[config.mk]
export PLATFORM = sky130hd
export DESIGN_NAME = lpfi_ctrl
export DESIGN_NICKNAME = d
export VERILOG_FILES = /design/src/hdl/lpfi_pkg.sv /design/src/hdl/lpfi_ctrl.sv
export SDC_FILE = /design/constraint.sdc
export NUM_CORES = 1
export LEC_CHECK = 0
export BUFFER_PORTS_ARGS = -buffer_cell sky130_fd_sc_hd__buf_4
export CAP_MARGIN = 20
export CORE_AREA = 4 4 49 51
export CTS_CLUSTER_DIAMETER = 40
export DETAILED_ROUTE_END_ITERATION = 7
export DIE_AREA = 0 0 53 55
export PLACE_DENSITY = 0.51
export REMOVE_ABC_BUFFERS = 1
export SLEW_MARGIN = 20
export SYNTH_ARGS = -nofsm -noshare
export SYNTH_HDL_FRONTEND = slang
export SYNTH_SLANG_ARGS = --single-unit
[constraint.sdc]
create_clock -name clk -period 2.01 [get_ports clk]
set_clock_uncertainty 0.2 [all_clocks]
set_input_delay 0.402 -clock clk [delete_from_list [all_inputs] [get_ports clk]]
set_output_delay 0.402 -clock clk [all_outputs]
set_load 0.1 [all_outputs]
[src/hdl/lpfi_pkg.sv]
`timescale 1ns / 1ps
// Shared widths, register indexes and control types for the loop playhead
// frame index core. No dependencies.
package lpfi_pkg;

    localparam int MAX_FRAMES  = 1024;
    localparam int FCNT_W      = 11;
    localparam int IDX_W       = 10;
    localparam int SEL_W       = 17;
    localparam int POS_W       = 32;
    localparam int STRETCH_W   = 24;
    localparam int FRAC_W      = 16;
    localparam int NUM_W       = 48;
    localparam int DEN_W       = 27;
    localparam int U_W         = 41;
    localparam int X_W         = 51;
    localparam int CFG_IDX_W   = 3;
    localparam int CFG_DATA_W  = 17;
    localparam int DIV_STEPS   = 48;
    localparam int DIV_CNT_W   = 6;

    localparam logic [FCNT_W-1:0] MAX_FRAMES_N = FCNT_W'(MAX_FRAMES);
    localparam logic [SEL_W-1:0]  SEL_ONE      = 17'h10000;

    localparam logic [CFG_IDX_W-1:0] REG_REVERSE     = 3'd0;
    localparam logic [CFG_IDX_W-1:0] REG_PING_PONG   = 3'd1;
    localparam logic [CFG_IDX_W-1:0] REG_SEL_START   = 3'd2;
    localparam logic [CFG_IDX_W-1:0] REG_SEL_END     = 3'd3;
    localparam logic [CFG_IDX_W-1:0] REG_FRAME_COUNT = 3'd4;

    typedef struct packed {
        logic load_item;
        logic div_step;
        logic update;
        logic mul1;
        logic mul2;
        logic load_out;
    } lpfi_cmd_t;

    typedef struct packed {
        logic need_div;
    } lpfi_status_t;

endpackage

[src/hdl/lpfi_ctrl.sv]
`timescale 1ns / 1ps
// Sequencer for the playhead: accept, step division, update, two multiply
// stages, result load. Depends on lpfi_pkg.
module lpfi_ctrl import lpfi_pkg::*; (
    input  logic         clk,
    input  logic         rst_n,
    input  logic         item_valid,
    output logic         item_ready,
    output logic         result_valid,
    input  logic         result_ready,
    input  lpfi_status_t status,
    output lpfi_cmd_t    cmd
);

    localparam logic [2:0] ST_IDLE = 3'd0;
    localparam logic [2:0] ST_DIV  = 3'd1;
    localparam logic [2:0] ST_UPD  = 3'd2;
    localparam logic [2:0] ST_MUL1 = 3'd3;
    localparam logic [2:0] ST_MUL2 = 3'd4;
    localparam logic [2:0] ST_DONE = 3'd5;

    localparam logic [DIV_CNT_W-1:0] DIV_LAST = DIV_CNT_W'(DIV_STEPS - 1);

    logic [2:0]           state_reg, state_next;
    logic [DIV_CNT_W-1:0] cnt_reg, cnt_next;
    logic                 out_valid_reg, out_valid_next;

    // Next state and commands
    always_comb
    begin
        state_next     = state_reg;
        cnt_next       = cnt_reg;
        out_valid_next = out_valid_reg;
        cmd            = '0;
        item_ready     = 1'b0;
        if (out_valid_reg && result_ready)
        begin
            out_valid_next = 1'b0;
        end
        case (state_reg)
            ST_IDLE:
            begin
                item_ready = 1'b1;
                if (item_valid)
                begin
                    cmd.load_item = 1'b1;
                    cnt_next      = '0;
                    state_next    = status.need_div ? ST_DIV : ST_UPD;
                end
            end
            ST_DIV:
            begin
                cmd.div_step = 1'b1;
                cnt_next     = cnt_reg + 1'b1;
                if (cnt_reg == DIV_LAST)
                begin
                    state_next = ST_UPD;
                end
            end
            ST_UPD:
            begin
                cmd.update = 1'b1;
                state_next = ST_MUL1;
            end
            ST_MUL1:
            begin
                cmd.mul1   = 1'b1;
                state_next = ST_MUL2;
            end
            ST_MUL2:
            begin
                cmd.mul2   = 1'b1;
                state_next = ST_DONE;
            end
            ST_DONE:
            begin
                // Load the output word once the previous one has left
                if (!out_valid_reg || result_ready)
                begin
                    cmd.load_out   = 1'b1;
                    out_valid_next = 1'b1;
                    state_next     = ST_IDLE;
                end
            end
            default:
            begin
                state_next = ST_IDLE;
            end
        endcase
    end

    always_ff @(posedge clk or negedge rst_n)
    begin
        if (!rst_n)
        begin
            state_reg     <= ST_IDLE;
            cnt_reg       <= '0;
            out_valid_reg <= 1'b0;
        end
        else
        begin
            state_reg     <= state_next;
            cnt_reg       <= cnt_next;
            out_valid_reg <= out_valid_next;
        end
    end

    assign result_valid = out_valid_reg;

endmodule

==> flow_metrics.py, run 1 <==
metrics = {
    "timing": {
        "fmax_ghz": 0.4866,
        "setup_viol": 1,
        "period_minus_slack_ps": 2055,
        "post-route-period-util_pct": 102.2,
        "rsz0062_at_grt": "true",
        "whs_ps": 264.3,
        "report.final.slew_viol_count": 0,
        "fin_ws_ps": -44.99,
        "relSlewSlack_pct": 82.32,
        "hold_violations": 0,
        "worst_slew_pin_slew_ps": 261.8,
    },
    "placement": {
        "dpl.hpwl_um": 938.9,
        "port_buffers": 12,
        "placed_area_um2": 703.2,
        "gp_congestion": 0.7364,
        "pre_cts_slack_ps": 88.07,
    },
    "clock_network": {
        "htreeDepth": 1,
        "cts_max_path_buffers": 2,
        "clock_latency_ps": 260,
        "cts_made_buffers": 3,
        "cts_tree": "built",
        "clkSlewWorstSetupHoldPaths_ps": 70,
        "cts_root_buf": "clkbuf_4",
        "clock_sinks": 10,
    },
    "critical_path": {
        "cpLargestDelayFamily": "simple AND/OR/NAND/NOR gates",
        "r2r-start": "cnt_reg[0]",
        "slowest_delay_ps": 550,
        "critPathLaunchType": "register",
        "cp_cell_sequence": "or4b_4 -> inv_4 -> buf_12",
        "required_ps": 1410,
        "reg2reg_slack_ps": 240,
        "cp_slowest_cell": "or4b_4",
        "cp.arrival_ps": 1450,
        "cp_max_fo": 4,
        "cp-end-kind": "primary output",
        "worstRegToRegCells": 4,
        "r2r-end": "state_reg[1]",
        "cp_num_buf_inv": 2,
        "critPathKind": "register to primary output",
    },
    "final_layout": {
        "fin_nets": 91,
        "n_antenna_cell": 0,
        "ff_latch_area_um2": 250.2,
        "final_cell_area_um2": 829.5,
        "drive_above_1_share_pct": 37.35,
        "largest_reg_flops": 6,
        "multiInputGateArea_um2": 292.8,
        "fin_util_pct": 42.72,
        "final_common_cell": "buf_4",
        "fillCellCount": 205,
        "syn2layout_area_growth_pct": 43.82,
        "final_cell_mix": "buf_4 (16), dfrtp_1 (10), nand2_1 (9), nand3_1 (7)",
    },
    "global_route": {
        "first_global_vias": 510,
        "grt_usage_pct": 11.01,
        "grt_pass1_wl_mm": 2.263,
        "antenna_found_initial": 0,
        "gr-total-overflow": 0,
        "grt_max_degree": 11,
    },
    "synthesis": {
        "synth_top_family_by_area": "simple AND/OR/NAND/NOR gates",
        "ys_top_cells_by_area": "dfrtp_1 (43%), nand3_1 (6.1%), nand2_1 (5.9%)",
        "synth.ff_latch_count": 10,
        "ys.warnings.count": 0,
        "synth_xor_area_share_pct": 1.518,
        "synth_area_per_cell_um2": 9.156,
        "syn_area_um2": 576.8,
        "synthCells": 63,
        "synth_compound_area_share_pct": 15.62,
        "synth_top_cell_area_share_pct": 43.38,
        "yosys.area_share.simple_pct": 27.33,
        "yosys.cell_types.count": 35,
        "synth-adder-area-share_pct": 2.169,
        "yosysSeqAreaShare_pct": 43.38,
        "muxShareOfSynthArea_pct": 1.735,
        "yosysTopAreaCell": "dfrtp_1",
    },
    "outcome": {
        "failed_checks": "negative setup slack",
        "status": "finished, violations left",
    },
    "route": {
        "first_iter_violations": 5,
        "ant_nets": 0,
        "drc": 0,
        "drt-wirelength-per-cell_um": 12.15,
        "first_pass_iters": 4,
        "wl_mm": 1.336,
        "vias": 531,
        "vias_per_cell": 4.827,
    },
    "worst_hold_path": {
        "hold_path.class": "input port to register",
        "holdPathEnd": "result_valid",
        "whs_path_depth": 3,
        "min_from": "result_ready",
    },
    "floorplanning": {
        "start_util_pct": 29.70,
        "rows": 16,
        "dieHeight_um": 55,
        "pin_count": 13,
        "core_area_mm2": 0.001942,
        "die_area_mm2": 0.002915,
        "die_width_um": 53,
    },
    "job": {
        "drv_cap": 0,
    },
}
## cells by family (layout without fill, tap and decap cells)
logic type                 Yosys count  count (layout)
buffers and inverters                8              28
muxes                                1               1
DFF                                 10              10
xor gates and xnor gates             1               1
and+or+nand+nor                     30              30
adders and majority gates            1               1
AOI/OAI and AO/OA                   12              12
## worst reg2reg max path, delay by kind of cell (launching register included)
kind	cells	cell delay, ps
compound gates	1	310
simple gates	2	470
flops	1	420
fa+ha+maj	1	260
## routing by layer
| layer | share of wire [%] | global-route usage, % |
|---|---|---|
| met5 | 0 | 0 |
| met3 | 6.6 | 3.217 |
| met4 | 0 | 5.106 |
| met2 | 46 | 17.56 |
| met1 | 48 | 13.70 |
## cell type report
| cell class | instances | area share (%) |
|---|---|---|
| inverter | 3 | 1.810 |
| clock buffer | 3 | 2.715 |
| multi-input combinational | 45 | 35.29 |
| sequential | 10 | 30.17 |
| timing repair buffer | 22 | 25.94 |
| tap | 27 | 4.072 |
## stage by stage
| step | instances | setup TNS, ps |
|---|---|---|
| after floorplan | 58 | -4063 |
| after global placement | 102 | 0 |
| after detailed placement | 102 | 0 |
| after CTS | 110 | -62.12 |
| after global routing | 110 | -195.5 |
| final | 110 | -44.99 |
## repair_timing
action / CTS / global route
endpoints found under the setup margin: 4 / 5
gates cloned: 0 / 0
hold endpoints to repair: 10 / 0
setup buffers: 4 / 0
hold buffers: 1 / 0
resized for setup: 9 / 8
## synth_stat cells
master and count:
nand4_1 1, a31o_2 1, o41ai_1 1, o21bai_1 1, or4_1 1, o221ai_1 1
and2_1 1, inv_2 1, or4b_1 1, dfrtp_1 10, o311ai_1 1, xnor2_1 1
nand3_1 7, buf_6 2, o21ai_1 1, nand2_1 9, nor2b_1 1, mux2i_1 1
nor2_1 2, clkbuf_1 2, o21a_1 1, a221oi_1 1, nand2b_1 1, nor4_1 1
clkinv_2 1, nor3_1 2, inv_1 1, a21oi_1 2, o31ai_1 1, ha_1 1
or3_1 1, or3b_1 1, a2bb2oi_1 1, nand3b_1 1, buf_2 1
## worst max path at each step
| stage | from | endpoint | slack (ps) | depth (start not counted) |
|---|---|---|---|---|
| 3_5_place_dp | item_valid | cmd[5] | 90 | 4 |
| 5_1_grt | state_reg[1] | cmd[5] | -100 | 3 |
| 4_1_cts | state_reg[1] | cmd[5] | -60 | 3 |
| 6_report | state_reg[0] | cmd[5] | -40 | 3 |
| 2_1_floorplan | state_reg[1] | cmd[3] | -1190 | 2 |
| 3_3_place_gp | item_valid | cmd[5] | 100 | 4 |
Power of run 1 is not shown: default switching activity piles up to over one toggle a cycle in this logic, so the estimate is an artifact.
==> inputs of run 2 (changes only) <==
ABC_AREA = 1   (was unset)
HOLD_SLACK_MARGIN = 0.1   (was unset)
REMOVE_ABC_BUFFERS = unset   (was 1)
==> run 2 against run 1 <==
Net effect: the flow now finishes without violations; via count increased by 2.8%; first-iteration DRC count increased by 20%; critical path type unchanged; highest routed layer is now met4; critical endpoint unchanged; clock-buffer cell count increased by 1; worst hold slack got worse by 47 ps; non-clock buffer count decreased by 8; flip-flop and latch count unchanged.
==> flow_metrics.py, run 2 <==
metrics = {
    "floorplanning": {
        "start_util_pct": 29.19,
        "die_area_mm2": 0.002915,
        "core_area_mm2": 0.001942,
        "rows": 16,
        "pin_count": 13,
        "dieHeight_um": 55,
        "die_width_um": 53,
    },
    "synthesis": {
        "synthCells": 77,
        "ys.warnings.count": 0,
        "yosysTopAreaCell": "dfrtp_1",
        "yosysSeqAreaShare_pct": 44.15,
        "synth_area_per_cell_um2": 7.361,
        "async_reset_ff_share_pct": 100.0,
        "yosys.cell_types.count": 16,
        "synth_compound_area_share_pct": 6.843,
        "muxShareOfSynthArea_pct": 0,
        "synth_edf_count": 0,
        "synth_xor_area_share_pct": 0,
        "ys.flop_type": "dfrtp_1",
        "synth.ff_latch_count": 10,
        "ys_top_cells_by_area": "dfrtp_1 (44%), nand2_1 (13%), nand3_1 (11%)",
        "yosys.area_share.simple_pct": 38.19,
        "synth_fp_nets": 83,
        "syn_area_um2": 566.8,
        "synth_common_cells": "nand2_1 (20), nand3_1 (12), inv_1 (11)",
        "synth_top_family_by_area": "simple AND/OR/NAND/NOR gates",
        "synth-adder-area-share_pct": 2.208,
        "synth_most_common_cell": "nand2_1",
        "synth_top_cell_area_share_pct": 44.15,
    },
    "route": {
        "wl_mm": 1.203,
        "vias": 546,
        "drt-wirelength-per-cell_um": 9.861,
        "vias_per_cell": 4.475,
        "first_pass_iters": 4,
        "drc": 0,
        "first_iter_violations": 6,
        "ant_nets": 0,
    },
    "global_route": {
        "grt_usage_pct": 10.28,
        "grt_pass1_wl_mm": 2.097,
        "grt_max_degree": 11,
        "antenna_found_initial": 0,
        "first_global_vias": 497,
        "gr-total-overflow": 0,
    },
    "clock_network": {
        "clkSlewWorstSetupHoldPaths_ps": 70,
        "htreeDepth": 1,
        "clock_latency_ps": 260,
        "cts_made_buffers": 3,
        "cts_root_buf": "clkbuf_4",
        "cts_tree": "built",
        "clock_sinks": 10,
        "cts_max_path_buffers": 2,
    },
    "critical_path": {
        "cp_slowest_cell": "dfrtp_2",
        "critPathKind": "register to primary output",
        "required_ps": 1410,
        "cp.arrival_ps": 1350,
        "cp_num_buf_inv": 3,
        "cp-end-kind": "primary output",
        "cp_cell_sequence": "nor2_4 -> nand2_2 -> clkinvlp_4 -> nand2_4 -> clkinvlp_4 -> buf_8",
        "slowest_delay_ps": 460,
        "crit_top_cell": "clkinvlp_4",
        "cpLargestDelayFamily": "flip-flops",
        "critPathLaunchType": "register",
        "cp_max_fo": 6,
    },
    "timing": {
        "report.final.slew_viol_count": 0,
        "whs_ps": 217.3,
        "rsz0062_at_grt": "true",
        "period_minus_slack_ps": 1951,
        "relSlewSlack_pct": 81.48,
        "tns_ps": 0,
        "setup_viol": 0,
        "hold_violations": 0,
        "post-route-period-util_pct": 97.05,
        "fmax_ghz": 0.5126,
        "worst_slew_pin_slew_ps": 280.1,
    },
    "placement": {
        "dpl.hpwl_um": 944.6,
        "port_buffers": 12,
        "gp_congestion": 0.7834,
    },
    "final_layout": {
        "n_antenna_cell": 0,
        "final_common_cell": "nand2_1",
        "fin_nets": 102,
        "ff_latch_area_um2": 252.7,
        "multiInputGateArea_um2": 294.0,
        "fillCellCount": 202,
        "syn2layout_area_growth_pct": 39.74,
        "final_cell_mix": "nand2_1 (19), buf_4 (11), nand3_1 (10), inv_1 (9), dfrtp_1 (8)",
        "drive_above_1_share_pct": 33.68,
        "largest_reg_flops": 6,
    },
    "outcome": {
        "status": "finished clean",
    },
    "job": {
        "drv_cap": 0,
    },
    "worst_hold_path": {
        "hold_path.class": "input port to register",
    },
}
[run 2: changes by cell type after synthesis, sizes merged, moves of 2 or more]
| cell | before | now |
|---|---|---|
| buf | 3 | 0 |
| inv | 2 | 13 |
| nand2 | 9 | 21 |
| o21ai | 1 | 4 |
| clkbuf | 2 | 0 |
| nand3 | 7 | 12 |
| nor2 | 2 | 9 |
[run 2: kinds of logic after synthesis]
family          after synthesis
compound gates                7
fa+ha+maj                     1
buf+inv                      13
flops                        10
simple gates                 46
[run 2: cell type report]
cell class | instances | share of cell area, %
clock buffers | 4 | 4.581
well taps | 27 | 4.265
repair buffers | 14 | 15.01
flip-flops and latches | 10 | 31.91
multi-input cells | 54 | 37.12
inverters | 13 | 7.109
[run 2: final timing paths]
check	start	to	slack, ps	cells after the start
setup / recovery	state_reg[1]	cmd[5]	60	6
hold / removal	status	state_reg[1]	220	4
setup reg to reg	state_reg[1]	cnt_reg[3]	590	5
hold reg to reg	cnt_reg[0]	cnt_reg[0]	320	1
max in group asynchronous	rst_n	state_reg[2]	1130	2
min in group asynchronous	rst_n	cnt_reg[1]	310	2
[run 2: worst register-to-register path, delay by kind of cell, from the launching register on]
family                 cells  cell delay (ps)
AOI/OAI and AO/OA          1               70
buffers and inverters      2              270
DFF                        1              460
and+or+nand+nor            2              320
[run 2: routing by layer]
metal / wire, µm / global-route usage [%]
met1: 603 / 13.58
met2: 509 / 14.88
met3: 80 / 2.681
met4: 10 / 6.383
met5: 0 / 0
[run 2: repair_timing]
| action | CTS | global route |
|---|---|---|
| gates resized for setup | 3 | 2 |
| endpoints found under the hold margin | 10 | 0 |
| setup endpoints to repair | 1 | 2 |
| pin swaps | 0 | 1 |
| hold buffers | 1 | 0 |
| setup buffers | 0 | 0 |
[run 2: stage by stage]
stage / setup WS (ps) / utilization [%] / cell area (µm²) / instances
2_1_floorplan: -357.1 / - / 596.8 / 77
3_3_place_gp: 243.6 / 37.50 / 728.2 / 117
3_5_place_dp: 213.0 / 37.50 / 728.2 / 117
4_1_cts: 1.566 / 40.34 / 783.3 / 122
5_1_grt: -15.99 / 40.79 / 792.0 / 122
6_report: 59.23 / 40.79 / 792.0 / 122
Power of run 2 is left out for the same reason.
==> inputs of run 3 (changes only) <==
CORE_AREA = 4 4 46 48   (was 4 4 49 51)
DIE_AREA = 0 0 50 52   (was 0 0 53 55)
PLACE_DENSITY = 0.56   (was 0.51)
==> run 3 against run 2 <==
Net effect: worst setup slack gained 3.7 ps; cell area grew 2.4%; via count grew 4.0%; non-clock buffer count grew 1; maximum frequency grew 0.19%; flip-flop and latch count is the same; clock-buffer cell count is the same; core utilization grew 6.7 points; largest cell class unchanged.
==> flow_metrics.py, run 3 (synthesis gave the netlist of run 2 again) <==
metrics = {
    "route": {
        "vias": 568,
        "vias_per_cell": 4.694,
        "first_iter_violations": 15,
        "wl_mm": 1.298,
        "first_pass_iters": 4,
        "drc": 0,
        "drt-wirelength-per-cell_um": 10.73,
        "ant_nets": 0,
    },
    "floorplanning": {
        "pin_count": 13,
        "core_area_mm2": 0.001708,
        "die_width_um": 50,
        "dieHeight_um": 52,
        "rows": 15,
        "die_area_mm2": 0.002600,
        "start_util_pct": 33.19,
    },
    "global_route": {
        "grt_pass1_wl_mm": 2.194,
        "antenna_found_initial": 0,
        "grt_max_degree": 11,
        "grt_usage_pct": 11.61,
        "gr-total-overflow": 0,
        "first_global_vias": 509,
    },
    "final_layout": {
        "n_antenna_cell": 0,
        "final_cell_mix": "nand2_1 (19), buf_4 (12), nand3_1 (10), inv_1 (9), dfrtp_1 (8)",
        "drive_above_1_share_pct": 34.38,
        "final_common_cell": "nand2_1",
        "largest_reg_flops": 6,
        "fin_nets": 103,
        "syn2layout_area_growth_pct": 43.05,
    },
    "timing": {
        "setup_viol": 0,
        "fmax_ghz": 0.5136,
        "post-route-period-util_pct": 96.87,
        "report.final.slew_viol_count": 0,
        "hold_violations": 0,
        "rsz0062_at_grt": "true",
        "fin_ws_ps": 62.97,
        "period_minus_slack_ps": 1947,
        "worst_slew_pin_slew_ps": 284.8,
        "relSlewSlack_pct": 81.17,
    },
    "worst_hold_path": {
        "whs_path_depth": 4,
        "hold_path.class": "input port to register",
    },
    "placement": {
        "gp_congestion": 0.8325,
        "pre_cts_slack_ps": 219.3,
        "dpl.hpwl_mm": 1.007,
        "port_buffers": 12,
    },
    "clock_network": {
        "cts_root_buf": "clkbuf_4",
        "clock_latency_ps": 270,
        "cts_max_path_buffers": 2,
        "cts_tree": "built",
        "clock_sinks": 10,
        "clkSlewWorstSetupHoldPaths_ps": 70,
        "cts_made_buffers": 3,
        "htreeDepth": 1,
    },
    "critical_path": {
        "cp.arrival_ps": 1350,
        "cp-end-kind": "primary output",
        "worstRegToRegCells": 6,
        "required_ps": 1410,
        "critPathKind": "register to primary output",
        "cp_max_fo": 6,
        "critPathLaunchType": "register",
    },
    "job": {
        "drv_cap": 0,
    },
    "outcome": {
        "status": "finished clean",
    },
}
[run 3: layout make-up]
type	instances	area, µm²
fill	182	897.1
multi-input combinational	54	294.0
sequential	10	252.7
timing repair buffer	15	140.1
inverter	13	56.30
clock buffer	4	36.28
tap	25	31.28
[run 3: worst max-delay path, stage by stage (launching register included)]
cell and delay [ps]:
dfrtp_2 440, inv_2 70, nand2_2 80, clkinvlp_4 100, nand2_4 110, clkinvlp_4 100
buf_12 170
[run 3: repair_timing]
item | in CTS | in global routing
setup buffers | 0 | 1
pin swaps | 0 | 1
gates cloned | 0 | 0
hold buffers | 1 | 0
endpoints found under the setup margin | 1 | 2
gates resized for setup | 3 | 5
endpoints found under the hold margin | 10 | 0
[run 3: through the flow]
step	util (%)	std cells	instance area (µm²)	setup TNS [ps]	hold slack (ps)
2_1_floorplan	-	77	596.8	-911.4	-93.59
3_3_place_gp	42.49	115	725.7	0	40.46
3_5_place_dp	42.49	115	725.7	0	43.12
4_1_cts	45.71	120	780.7	0	203.6
5_1_grt	47.47	121	810.8	-17.12	236.6
6_report	47.47	121	810.8	0	208.3
[run 3: path summary, 6_finish.rpt]
kind,start,endpoint,slack [ps]
worst max-delay path,state_reg[2],cmd[5],60
worst min-delay path,status,state_reg[1],210
worst max register to register,state_reg[0],cnt_reg[4],580
worst min register to register,cnt_reg[0],cnt_reg[0],320
max in group asynchronous,rst_n,state_reg[2],1150
min in group asynchronous,rst_n,cnt_reg[0],300
[run 3: metal layers]
layer | up-vias | track usage [%] | wire length, µm
met5 | - | 0 | 0
met4 | 0 | 9.217 | 57
met3 | 7 | 4.298 | 87
met2 | 21 | 15.43 | 536
met1 | 254 | 14.79 | 617
li1 | 286 | - | -
Power of run 3 is left out for the same reason.
